==> src/rtl/asep_pkg.sv <==
package asep_pkg;

	localparam logic [7:0] CH_ZERO  = 8'h30;
	localparam logic [7:0] CH_NINE  = 8'h39;
	localparam logic [7:0] CH_PLUS  = 8'h2b;
	localparam logic [7:0] CH_MINUS = 8'h2d;
	localparam logic [7:0] CH_OPEN  = 8'h28;
	localparam logic [7:0] CH_CLOSE = 8'h29;
	localparam logic [7:0] CH_SPACE = 8'h20;

	localparam int QUEUE_DEPTH = 4;
	localparam int QPTR_W      = 2;
	localparam int QCNT_W      = 3;

	typedef enum logic [2:0] {
		OP_NONE,
		OP_DIGIT,
		OP_PLUS,
		OP_MINUS,
		OP_OPEN,
		OP_CLOSE
	} op_t;

	typedef struct packed {
		op_t        op;
		logic [3:0] digit;
		logic       last;
	} item_t;

	typedef struct packed {
		logic [31:0] sum;
		logic        sign;
	} frame_t;

	localparam int FRAME_W = $bits(frame_t);

endpackage

==> src/rtl/asep_front.sv <==
module asep_front (
	input  logic              in_valid,
	output logic              in_ready,
	input  logic [7:0]        char_code,
	input  logic              is_last,
	output logic              q_valid,
	input  logic              q_ready,
	output asep_pkg::item_t   q_item
);

	logic [7:0] offset;

	assign offset   = char_code - asep_pkg::CH_ZERO;
	assign q_valid  = in_valid;
	assign in_ready = q_ready;

	always_comb begin
		q_item.op    = asep_pkg::OP_NONE;
		q_item.digit = offset[3:0];
		q_item.last  = is_last;
		unique case (char_code) inside
			[asep_pkg::CH_ZERO:asep_pkg::CH_NINE]: q_item.op = asep_pkg::OP_DIGIT;
			asep_pkg::CH_PLUS:  q_item.op = asep_pkg::OP_PLUS;
			asep_pkg::CH_MINUS: q_item.op = asep_pkg::OP_MINUS;
			asep_pkg::CH_OPEN:  q_item.op = asep_pkg::OP_OPEN;
			asep_pkg::CH_CLOSE: q_item.op = asep_pkg::OP_CLOSE;
			asep_pkg::CH_SPACE: q_item.op = asep_pkg::OP_NONE;
			default:            q_item.op = asep_pkg::OP_NONE;
		endcase
	end

endmodule

==> src/rtl/asep_queue.sv <==
module asep_queue (
	input  logic            clk,
	input  logic            arst_n,
	input  logic            push_valid,
	output logic            push_ready,
	input  asep_pkg::item_t push_item,
	output logic            pop_valid,
	input  logic            pop_ready,
	output asep_pkg::item_t pop_item
);

	asep_pkg::item_t                 entries_q [asep_pkg::QUEUE_DEPTH];
	logic [asep_pkg::QPTR_W-1:0]     wr_ptr_q;
	logic [asep_pkg::QPTR_W-1:0]     rd_ptr_q;
	logic [asep_pkg::QCNT_W-1:0]     count_q;
	logic                            do_push;
	logic                            do_pop;

	assign push_ready = count_q != asep_pkg::QCNT_W'(asep_pkg::QUEUE_DEPTH);
	assign pop_valid  = count_q != '0;
	assign pop_item   = entries_q[rd_ptr_q];
	assign do_push    = push_valid && push_ready;
	assign do_pop     = pop_valid && pop_ready;

	always_ff @(posedge clk) begin
		if (do_push) begin
			entries_q[wr_ptr_q] <= push_item;
		end
	end

	always_ff @(posedge clk or negedge arst_n) begin
		if (!arst_n) begin
			wr_ptr_q <= '0;
			rd_ptr_q <= '0;
			count_q  <= '0;
		end else begin
			if (do_push) begin
				wr_ptr_q <= wr_ptr_q + 1'b1;
			end
			if (do_pop) begin
				rd_ptr_q <= rd_ptr_q + 1'b1;
			end
			if (do_push && !do_pop) begin
				count_q <= count_q + 1'b1;
			end else if (do_pop && !do_push) begin
				count_q <= count_q - 1'b1;
			end
		end
	end

endmodule

==> src/rtl/asep_ram.sv <==
module asep_ram #(
	parameter int WIDTH = 33,
	parameter int DEPTH = 16
) (
	input  logic                                        clk,
	input  logic                                        wr_en,
	input  logic [((DEPTH > 1) ? $clog2(DEPTH) : 1)-1:0] wr_addr,
	input  logic [WIDTH-1:0]                            wr_data,
	input  logic [((DEPTH > 1) ? $clog2(DEPTH) : 1)-1:0] rd_addr,
	output logic [WIDTH-1:0]                            rd_data
);

	logic [WIDTH-1:0] mem_q [DEPTH];

	always_ff @(posedge clk) begin
		if (wr_en) begin
			mem_q[wr_addr] <= wr_data;
		end
		rd_data <= mem_q[rd_addr];
	end

endmodule

==> src/rtl/asep_back.sv <==
module asep_back #(
	parameter int MAX_DEPTH = 16
) (
	input  logic                clk,
	input  logic                arst_n,
	input  logic                q_valid,
	output logic                q_ready,
	input  asep_pkg::item_t     q_item,
	output logic                out_valid,
	input  logic                out_ready,
	output logic signed [31:0]  value,
	output logic                error
);

	localparam int AW = (MAX_DEPTH > 1) ? $clog2(MAX_DEPTH) : 1;
	localparam int DW = $clog2(MAX_DEPTH + 1);
	localparam logic [DW-1:0] DEPTH_FULL = DW'(MAX_DEPTH);

	logic [31:0]       num_q;
	logic [31:0]       sum_q;
	logic              sign_q;
	logic [DW-1:0]     depth_q;
	logic              err_q;
	asep_pkg::frame_t  tos_q;

	logic [31:0]       num_n;
	logic [31:0]       sum_n;
	logic              sign_n;
	logic [DW-1:0]     depth_n;
	logic              err_n;
	asep_pkg::frame_t  tos_n;

	logic [31:0]       folded;
	logic              fire;
	logic              wr_en;
	logic [AW-1:0]     rd_addr;
	logic [DW:0]       below;
	asep_pkg::frame_t  rd_frame;

	logic              out_valid_q;
	logic [31:0]       res_sum_q;
	logic [31:0]       res_num_q;
	logic              res_sign_q;
	logic              res_err_q;

	assign q_ready = !q_item.last || !out_valid_q || out_ready;
	assign fire    = q_valid && q_ready;
	assign folded  = sign_q ? (sum_q - num_q) : (sum_q + num_q);

	always_comb begin
		num_n   = num_q;
		sum_n   = sum_q;
		sign_n  = sign_q;
		depth_n = depth_q;
		err_n   = err_q;
		tos_n   = tos_q;
		wr_en   = 1'b0;
		if (fire) begin
			unique case (q_item.op) inside
				asep_pkg::OP_DIGIT: begin
					num_n = (num_q << 3) + (num_q << 1) + {28'd0, q_item.digit};
				end
				asep_pkg::OP_PLUS, asep_pkg::OP_MINUS: begin
					sum_n  = folded;
					num_n  = '0;
					sign_n = q_item.op == asep_pkg::OP_MINUS;
				end
				asep_pkg::OP_OPEN: begin
					if (depth_q != DEPTH_FULL) begin
						wr_en      = 1'b1;
						tos_n.sum  = sum_q;
						tos_n.sign = sign_q;
						depth_n    = depth_q + 1'b1;
					end else begin
						err_n = 1'b1;
					end
					sum_n  = '0;
					sign_n = 1'b0;
					num_n  = '0;
				end
				asep_pkg::OP_CLOSE: begin
					if (depth_q != '0) begin
						depth_n = depth_q - 1'b1;
						num_n   = folded;
						sum_n   = tos_q.sum;
						sign_n  = tos_q.sign;
						tos_n   = rd_frame;
					end else begin
						err_n  = 1'b1;
						sum_n  = folded;
						num_n  = '0;
						sign_n = 1'b0;
					end
				end
				default: ;
			endcase
		end
	end

	// With two or more frames saved, the read port holds the frame just below the top of the stack.
	assign below   = {1'b0, depth_n} - (DW + 1)'(2);
	assign rd_addr = ({1'b0, depth_n} >= (DW + 1)'(2)) ? below[AW-1:0] : '0;

	asep_ram #(
		.WIDTH(asep_pkg::FRAME_W),
		.DEPTH(MAX_DEPTH)
	) u_stack (
		.clk(clk),
		.wr_en(wr_en),
		.wr_addr(depth_q[AW-1:0]),
		.wr_data({sum_q, sign_q}),
		.rd_addr(rd_addr),
		.rd_data(rd_frame)
	);

	always_ff @(posedge clk or negedge arst_n) begin
		if (!arst_n) begin
			num_q       <= '0;
			sum_q       <= '0;
			sign_q      <= 1'b0;
			depth_q     <= '0;
			err_q       <= 1'b0;
			out_valid_q <= 1'b0;
		end else begin
			if (fire && q_item.last) begin
				num_q       <= '0;
				sum_q       <= '0;
				sign_q      <= 1'b0;
				depth_q     <= '0;
				err_q       <= 1'b0;
				out_valid_q <= 1'b1;
			end else begin
				num_q   <= num_n;
				sum_q   <= sum_n;
				sign_q  <= sign_n;
				depth_q <= depth_n;
				err_q   <= err_n;
				if (out_ready) begin
					out_valid_q <= 1'b0;
				end
			end
		end
	end

	always_ff @(posedge clk) begin
		tos_q <= tos_n;
		if (fire && q_item.last) begin
			res_sum_q  <= sum_n;
			res_num_q  <= num_n;
			res_sign_q <= sign_n;
			res_err_q  <= err_n || (depth_n != '0);
		end
	end

	assign out_valid = out_valid_q;
	assign value     = $signed(res_sign_q ? (res_sum_q - res_num_q) : (res_sum_q + res_num_q));
	assign error     = res_err_q;

endmodule

==> src/rtl/add_sub_paren_expression_eval.sv <==
// Evaluates an expression of decimal numbers, '+', '-' and parentheses that arrives
// one character per item, and returns one result (value and error) for the item
// marked is_last. Characters are taken at one per clock as long as results are
// drained; once its last character is accepted, a result passes through the queue
// and the execution unit's result registers before it can be taken. A decoder
// classifies each character into a four-item queue, and the execution unit, with
// its multiply-by-ten and fold adder, retires one queued item per cycle while no
// finished result waits to be taken. Open parentheses save frames in a
// MAX_DEPTH-entry memory with the top frame held in a register, so there is no
// clearing pass after reset. Values wrap modulo 2^32; error is set for nesting
// beyond MAX_DEPTH, an unmatched ')' or a '(' left open at the end.
module add_sub_paren_expression_eval #(
	parameter int MAX_DEPTH = 16
) (
	input  logic               clk,
	input  logic               arst_n,
	input  logic               in_valid,
	output logic               in_ready,
	input  logic [7:0]         char_code,
	input  logic               is_last,
	output logic               out_valid,
	input  logic               out_ready,
	output logic signed [31:0] value,
	output logic               error
);

	logic            push_valid;
	logic            push_ready;
	asep_pkg::item_t push_item;
	logic            pop_valid;
	logic            pop_ready;
	asep_pkg::item_t pop_item;

	asep_front u_front (
		.in_valid(in_valid),
		.in_ready(in_ready),
		.char_code(char_code),
		.is_last(is_last),
		.q_valid(push_valid),
		.q_ready(push_ready),
		.q_item(push_item)
	);

	asep_queue u_queue (
		.clk(clk),
		.arst_n(arst_n),
		.push_valid(push_valid),
		.push_ready(push_ready),
		.push_item(push_item),
		.pop_valid(pop_valid),
		.pop_ready(pop_ready),
		.pop_item(pop_item)
	);

	asep_back #(
		.MAX_DEPTH(MAX_DEPTH)
	) u_back (
		.clk(clk),
		.arst_n(arst_n),
		.q_valid(pop_valid),
		.q_ready(pop_ready),
		.q_item(pop_item),
		.out_valid(out_valid),
		.out_ready(out_ready),
		.value(value),
		.error(error)
	);

endmodule

==> config.mk <==
export PLATFORM = sky130hd
export DESIGN_NAME = add_sub_paren_expression_eval
export DESIGN_NICKNAME = d
export VERILOG_FILES = /design/src/rtl/asep_pkg.sv /design/src/rtl/asep_front.sv /design/src/rtl/asep_queue.sv /design/src/rtl/asep_ram.sv /design/src/rtl/asep_back.sv /design/src/rtl/add_sub_paren_expression_eval.sv
export SDC_FILE = /design/constraint.sdc
export NUM_CORES = 1
export LEC_CHECK = 0
export BUFFER_PORTS_ARGS = -buffer_cell sky130_fd_sc_hd__buf_2
export CORE_MARGIN = 1.5
export CORE_UTILIZATION = 45
export CTS_CLUSTER_SIZE = 28
export DETAILED_ROUTE_END_ITERATION = 10
export PLACE_DENSITY = 0.65
export SYNTH_ARGS = -nofsm -noshare
export SYNTH_HDL_FRONTEND = slang
export SYNTH_SLANG_ARGS = --single-unit
==> constraint.sdc <==
create_clock -name clk -period 6.9 [get_ports clk]
set_input_delay 1.38 -clock clk [delete_from_list [all_inputs] [get_ports clk]]
set_output_delay 1.38 -clock clk [all_outputs]
set_load 0.02 [all_outputs]
**After elaboration in Yosys (flattened, before gate mapping)**

Memories as Yosys holds them, arrays and structs flattened. A register that Yosys moved wholly into a read port is not among the register bits.
Cells that the tools add are included.

- Flip-flop bits (word level): 178
- Latch bits: 0
- Memory bits (writable): 560
- Memory bits (read-only): 0
- Bits of input ports: 13
- Memories: 2

- Add/subtract/negate cells: 14
- Multiply operators: 0
- Div/mod/pow operators: 0
- $lt $le $gt $ge: 3
- Eq/ne operators: 13
- Shift operators: 0
- Mux-type cells: 40
- Bitwise gates (word level): 0
- Reductions and logical operators: 22

Memories:

| memory | words | width | read ports | clocked after Yosys merged registers in | wr ports | line | text |
|---|---|---|---|---|---|---|---|
| u_back.u_stack.mem_q | 16 | 33 | 1 | 1 | 1 | asep_ram.sv:13 | `logic [WIDTH-1:0] mem_q [DEPTH];` |
| u_queue.entries_q | 4 | 8 | 1 | 0 | 1 | asep_queue.sv:12 | `asep_pkg::item_t entries_q [asep_pkg::QUEUE_DEPTH];` |

Operator list:

| operator | count |
|---|---|
| $mux W32 | 8 |
| $pmux W32 S3 | 2 |
| $add A32 B32 Y32 | 3 |
| $mux W33 | 2 |
| $pmux W33 S2 | 1 |
| $sub A32 B32 Y32 | 2 |
| $add A32 B4 Y32 | 1 |
| $eq A8 B6 Y1 const B | 4 |
| $mux W5 | 4 |
| $mux W1 | 16 |
| $pmux W3 S5 | 1 |
| $pmux W5 S2 | 1 |
| $reduce_bool A5 Y1 | 2 |
| $ge A8 B6 Y1 const B | 1 |
| $le A8 B6 Y1 const B | 1 |
| $eq A3 B2 Y1 const B | 2 |
| $eq A3 B3 Y1 const B | 2 |
| $logic_and A1 B1 Y1 | 6 |
| $mux W3 | 2 |
| $reduce_bool A2 Y1 | 3 |
| $add A5 B1 Y5 const B | 1 |
| $ge A5 B2 Y1 const B | 1 |
| $ne A5 B5 Y1 const B | 1 |
| $sub A5 B1 Y5 const B | 1 |
| other kinds (17) | 24 |

**Longest topological paths before layout**

An unclocked memory read counts as a cell.

- Depth after elaboration: 8
- Mapped depth: 20
- Gate-level depth less buffers: 19

**Hierarchy**

A second synthesis with hierarchy kept.

- Cell total of the unflattened synthesis: 2433
- Area total of the unflattened synthesis: 35891.9 um^2

By module, submodules not included:

| module | times used | cells an instance | area an instance (um^2) | seq. area each (um^2) |
|---|---|---|---|---|
| asep_ram | 1 | 864 | 20631.0 | 16515.8 |
| asep_back | 1 | 1476 | 13534.2 | 4774.6 |
| asep_queue | 1 | 77 | 1591.5 | 1136.1 |
| asep_front | 1 | 16 | 135.1 | 0.0 |

**Least setup slack after synthesis**

OpenSTA, ideal clock, no wires.

- Kind: register to output
- Start: reg u_back.res_num_q[5]
- End: out value[28]
- Data arrival time: 4.212 ns
- Required time: 5.520 ns
- Setup slack: 1.308 ns
- Stages on the path, launching flop included: 18
- Path through: edfxtp_1 nor4_1 nor3b_1 and3b_1 nand2_1 nor4_1 nor2_1 xnor2_1 ha_1 a21o_1 a21o_1 a21oi_1 o21ai_0 or3_1 a41oi_1 o41ai_1 or4_1 nand3_1

- Longest elaborated chain between the ends: 2
- Elaborated cells on any way between the ends: 3
- Classes of those cells: add/sub: 2; mux: 1

RTL lines:

| what | line | text |
|---|---|---|
| start: declaration | asep_back.sv:42 | `logic [31:0] res_num_q;` |
| start signal: assignment | asep_back.sv:149 | `res_num_q <= num_n;` |
| $add A32 B32 Y32 or $sub A32 B32 Y32 (tied branches) | asep_back.sv:156 | `assign value = $signed(res_sign_q ? (res_sum_q - res_num_q) : (res_sum_q + res_num_q));` |
| $mux W32 (*) | asep_back.sv:156 |  |
| end: declaration | add_sub_paren_expression_eval.sv:23 | `output logic signed [31:0] value,` |

Mark *: on every way between the ends. The rest lies on a longest branch, timed or not.

**Worst setup path after layout**

- Start: reg u_back.res_num_q[0]
- End: out value[31]

The elaborated chain is that of the path after synthesis.

==> results.md <==
- DR iter-0 viols: 2273
- Filler cell count: 6784
- Worst Hold Class: flip-flop to flip-flop
- Reg area: 22430 sq um
- First-pass GRT wire length: 143100 um
- Gpl congestion: 0.9331
- TNS Setup: 0 ns
- Most frequent cell after synthesis: edfxtp_1
- Startpoint types: flip-flop
- Num rows: 104
- Remaining Overflow, GRT: 0
- Multi-input gate area in the final layout: 13710 sq um
- Final Cycle Share: 94.24%
- Number of remaining DRC errors: 0
- Synthesis-to-layout area growth: 11.90%
- Final setup fails: 0
- Max-slew violations: 0
- Postcts setup bufs: 0
- Hold Crit Depth: 2
- Final ANT Viol Nets: 0
- Total detailed-routing wirelength: 93940 um
- WP data required: 5.52 ns
- Most frequent cells after synthesis: 659 x edfxtp_1, 495 x nand2_1, 266 x a21oi_1
- Die Ht: 289.0 um
- Placed insts: 4056
- Crit path DAT: 5.12 ns
- Die Span X: 289.0 um
- Status: completed
- TritonRoute pass-1 iters: 5
- Die area: 83550 sq um
- Synth warn: 0
- Tmin final: 6.503 ns
- Slew @ Worst Pin: 1.192 ns
- Worst Reg-to-Reg Cells: 14
- Crit path from: u_back.res_num_q[0]$_DFFE_PP_
- Initial antenna violation count: 0
- CP endpoint kind: output port
- Cell taking the most area after synthesis: edfxtp_1
- Largest net degree at the start of global routing: 80
- Final hold viol count: 0
- Seq/Total Area, Yosys: 60.91%
- Via Count: 24890
- WL per Instance: 22.31 um
- Clock Latency Late Sink: 0.64 ns
- Post-Syn Instances: 3054
- Max-slew headroom: 20.50%
- RR Startpoint: u_queue.rd_ptr_q[1]$_DFFE_PN0P_
- Mean post-synth cell area: 12.06 sq um
- CP Max Fanout: 8
- Hold path endpoint: u_back.err_q$_DFF_PN0_
- Hold Crit Start: u_back.err_q$_DFF_PN0_
- Peak Freq: 0.1538 GHz
- CTS Root Cell: clkbuf_16
- Average via count per standard cell: 5.913
- Async SR Flop Fraction: 10.25%
- Post-DP HPWL: 59530 um
- # clock sinks: 771
- Initial Utilization: 45.57%
- CTS Buf Count: 83
- Longest Clk Path Bufs: 3
- IO Pins: 48
- Ys flop type: edfxtp_1
- Core area: 80810 sq um
- Clock skew: 0.02188 ns
- Worst R2R Setup Slack: 1.46 ns
- Ranking of synthesized cells by area: edfxtp_1 54%, dfrtp_1 5.4%, nand2_1 5.0%, ha_1 4.5%, a21oi_1 3.6%
- FF+latch count, synth: 771
- Unique masters post-synth: 82
- TritonCTS clock tree: done
- Netlist Area Pre-Place: 36820 sq um
- GRT Overall Usage: 22.43%
- Share of layout cells above drive strength 1: 10.67%
- FF-to-FF End: u_back.u_stack.rd_data[20]$_DFF_P_
- Number of synthesized flops with an enable pin: 659
- Post-synth top area share: 53.74%
- CTS clk-pin slew, worst paths: 0.06 ns
- Vias in the first global route: 24440
- Critical path class: flip-flop to output port
- Htree depth: 3
- Total Nets Final: 3232
- Syn nets: 3205
- CTS resizes: 3
- # port buffers: 47
- Maxcap violations: 0
- Post-CTS Hold Buffers: 0
- RSZ-0062 raised after global routing: no
- Fin cells: 4210
## worst max-delay path by stage
| stage | cells past startpoint | slack (ns) | to |
|---|---|---|---|
| after global routing | 22 | 0.02 | value[28] |
| after CTS | 20 | 0.02 | value[28] |
| after detailed placement | 15 | 0.35 | value[31] |
| final | 18 | 0.40 | value[31] |
| after global placement | 15 | 0.49 | value[31] |
| after floorplan | 17 | 1.31 | value[28] |
## sequential cells by signal (all words and copies together) (netlist names)
register and flops:
u_back.sign_q 1, u_back.num_q 32, u_queue.wr_ptr_q 2, u_back.u_stack.mem_q 528
u_back.u_stack.rd_data 33, u_back.out_valid 1, u_queue.count_q 3, u_back.res_sign_q 1
u_back.depth_q 5, u_back.sum_q 32, u_back.res_num_q 32, u_back.error 1
u_queue.entries_q 32, u_back.res_sum_q 32, u_back.tos_q 33, u_queue.rd_ptr_q 2
u_back.err_q 1
## layout by cell type, fill, tap and decap left out, types with 9 or more instances in the layout
master / synthesis / layout
nand4_1: 9 / 9
o21a_1: 18 / 18
a22oi_1: 26 / 26
a31oi_1: 27 / 27
nor2_4: 0 / 12
clkinv_2: 0 / 15
nand2b_1: 17 / 17
and3_1: 18 / 18
clkbuf_1: 101 / 17
nor2_1: 180 / 168
mux2i_1: 107 / 107
xor2_1: 31 / 31
inv_1: 54 / 53
a21oi_1: 266 / 266
nand2_1: 495 / 492
dfrtp_1: 79 / 79
ha_1: 133 / 133
o21bai_1: 10 / 9
mux2_2: 36 / 36
dfxtp_1: 33 / 33
a21o_1: 40 / 40
nand3_1: 27 / 27
edfxtp_1: 659 / 659
xnor2_1: 113 / 113
nor2b_1: 14 / 14
o21ai_0: 75 / 74
a32oi_1: 134 / 134
clkinv_1: 0 / 10
a211oi_1: 21 / 20
and2_1: 40 / 39
a221oi_1: 25 / 25
nor3_1: 57 / 52
clkbuf_16: 0 / 86
or3_1: 10 / 10
buf_4: 2 / 55
buf_2: 47 / 46
## through the flow
stage	area [sq um]	hold WS (ns)	setup slack (ns)	util [%]
final	41200	0.4928	0.3974	50.99
after CTS	41130	0.4959	0.02104	50.90
after global routing	41200	0.5373	0.01885	50.98
after floorplan	36820	0.4494	1.308	-
after global placement	38380	0.4695	0.4893	47.50
after detailed placement	38380	0.4819	0.3545	47.50
## routing by layer
metal | track usage [%] | routed length (um) | up-vias
met5 | 0 | 0 | -
met4 | 7.669 | 2811 | 0
met3 | 2.575 | 4088 | 163
met2 | 37.25 | 45230 | 702
met1 | 30.64 | 41810 | 12500
li1 | - | - | 11530
## worst max-delay path: stages (launching register included)
cell and delay (ns):
edfxtp_1 0.43, inv_1 0.08, ha_1 0.16, nand2b_1 0.15, nor3b_4 0.26, and3b_2 0.28
a21oi_1 0.10, xnor2_1 0.16, ha_1 0.54, nand2_1 0.08, o21ai_0 0.26, a311o_1 0.18
a31oi_1 0.13, o31ai_4 0.40, o211ai_1 0.23, or3_1 0.43, a311oi_1 0.27, xnor2_1 0.15
buf_2 0.18
## logic make-up after synthesis
family | after synthesis | synth area share (%)
fa+ha+maj | 138 | 4.791
flops | 771 | 60.91
mux | 151 | 4.499
xor+xnor | 144 | 3.425
compound gates | 713 | 12.87
buf+inv | 221 | 2.555
simple gates | 916 | 10.95
## area by class of cell
cell class	instances	share of cell area, %
diodes	1	0.006074
well taps	1060	3.219
clock buffers	111	5.645
flip-flops and latches	771	54.43
repair buffers	109	1.950
clock inverters	42	0.9779
inverters	54	0.4980
multi-input cells	2062	33.27
Power is left out: the tool's default activity adds up to more than one toggle a clock period on the data nets, which glitch-free logic cannot reach.
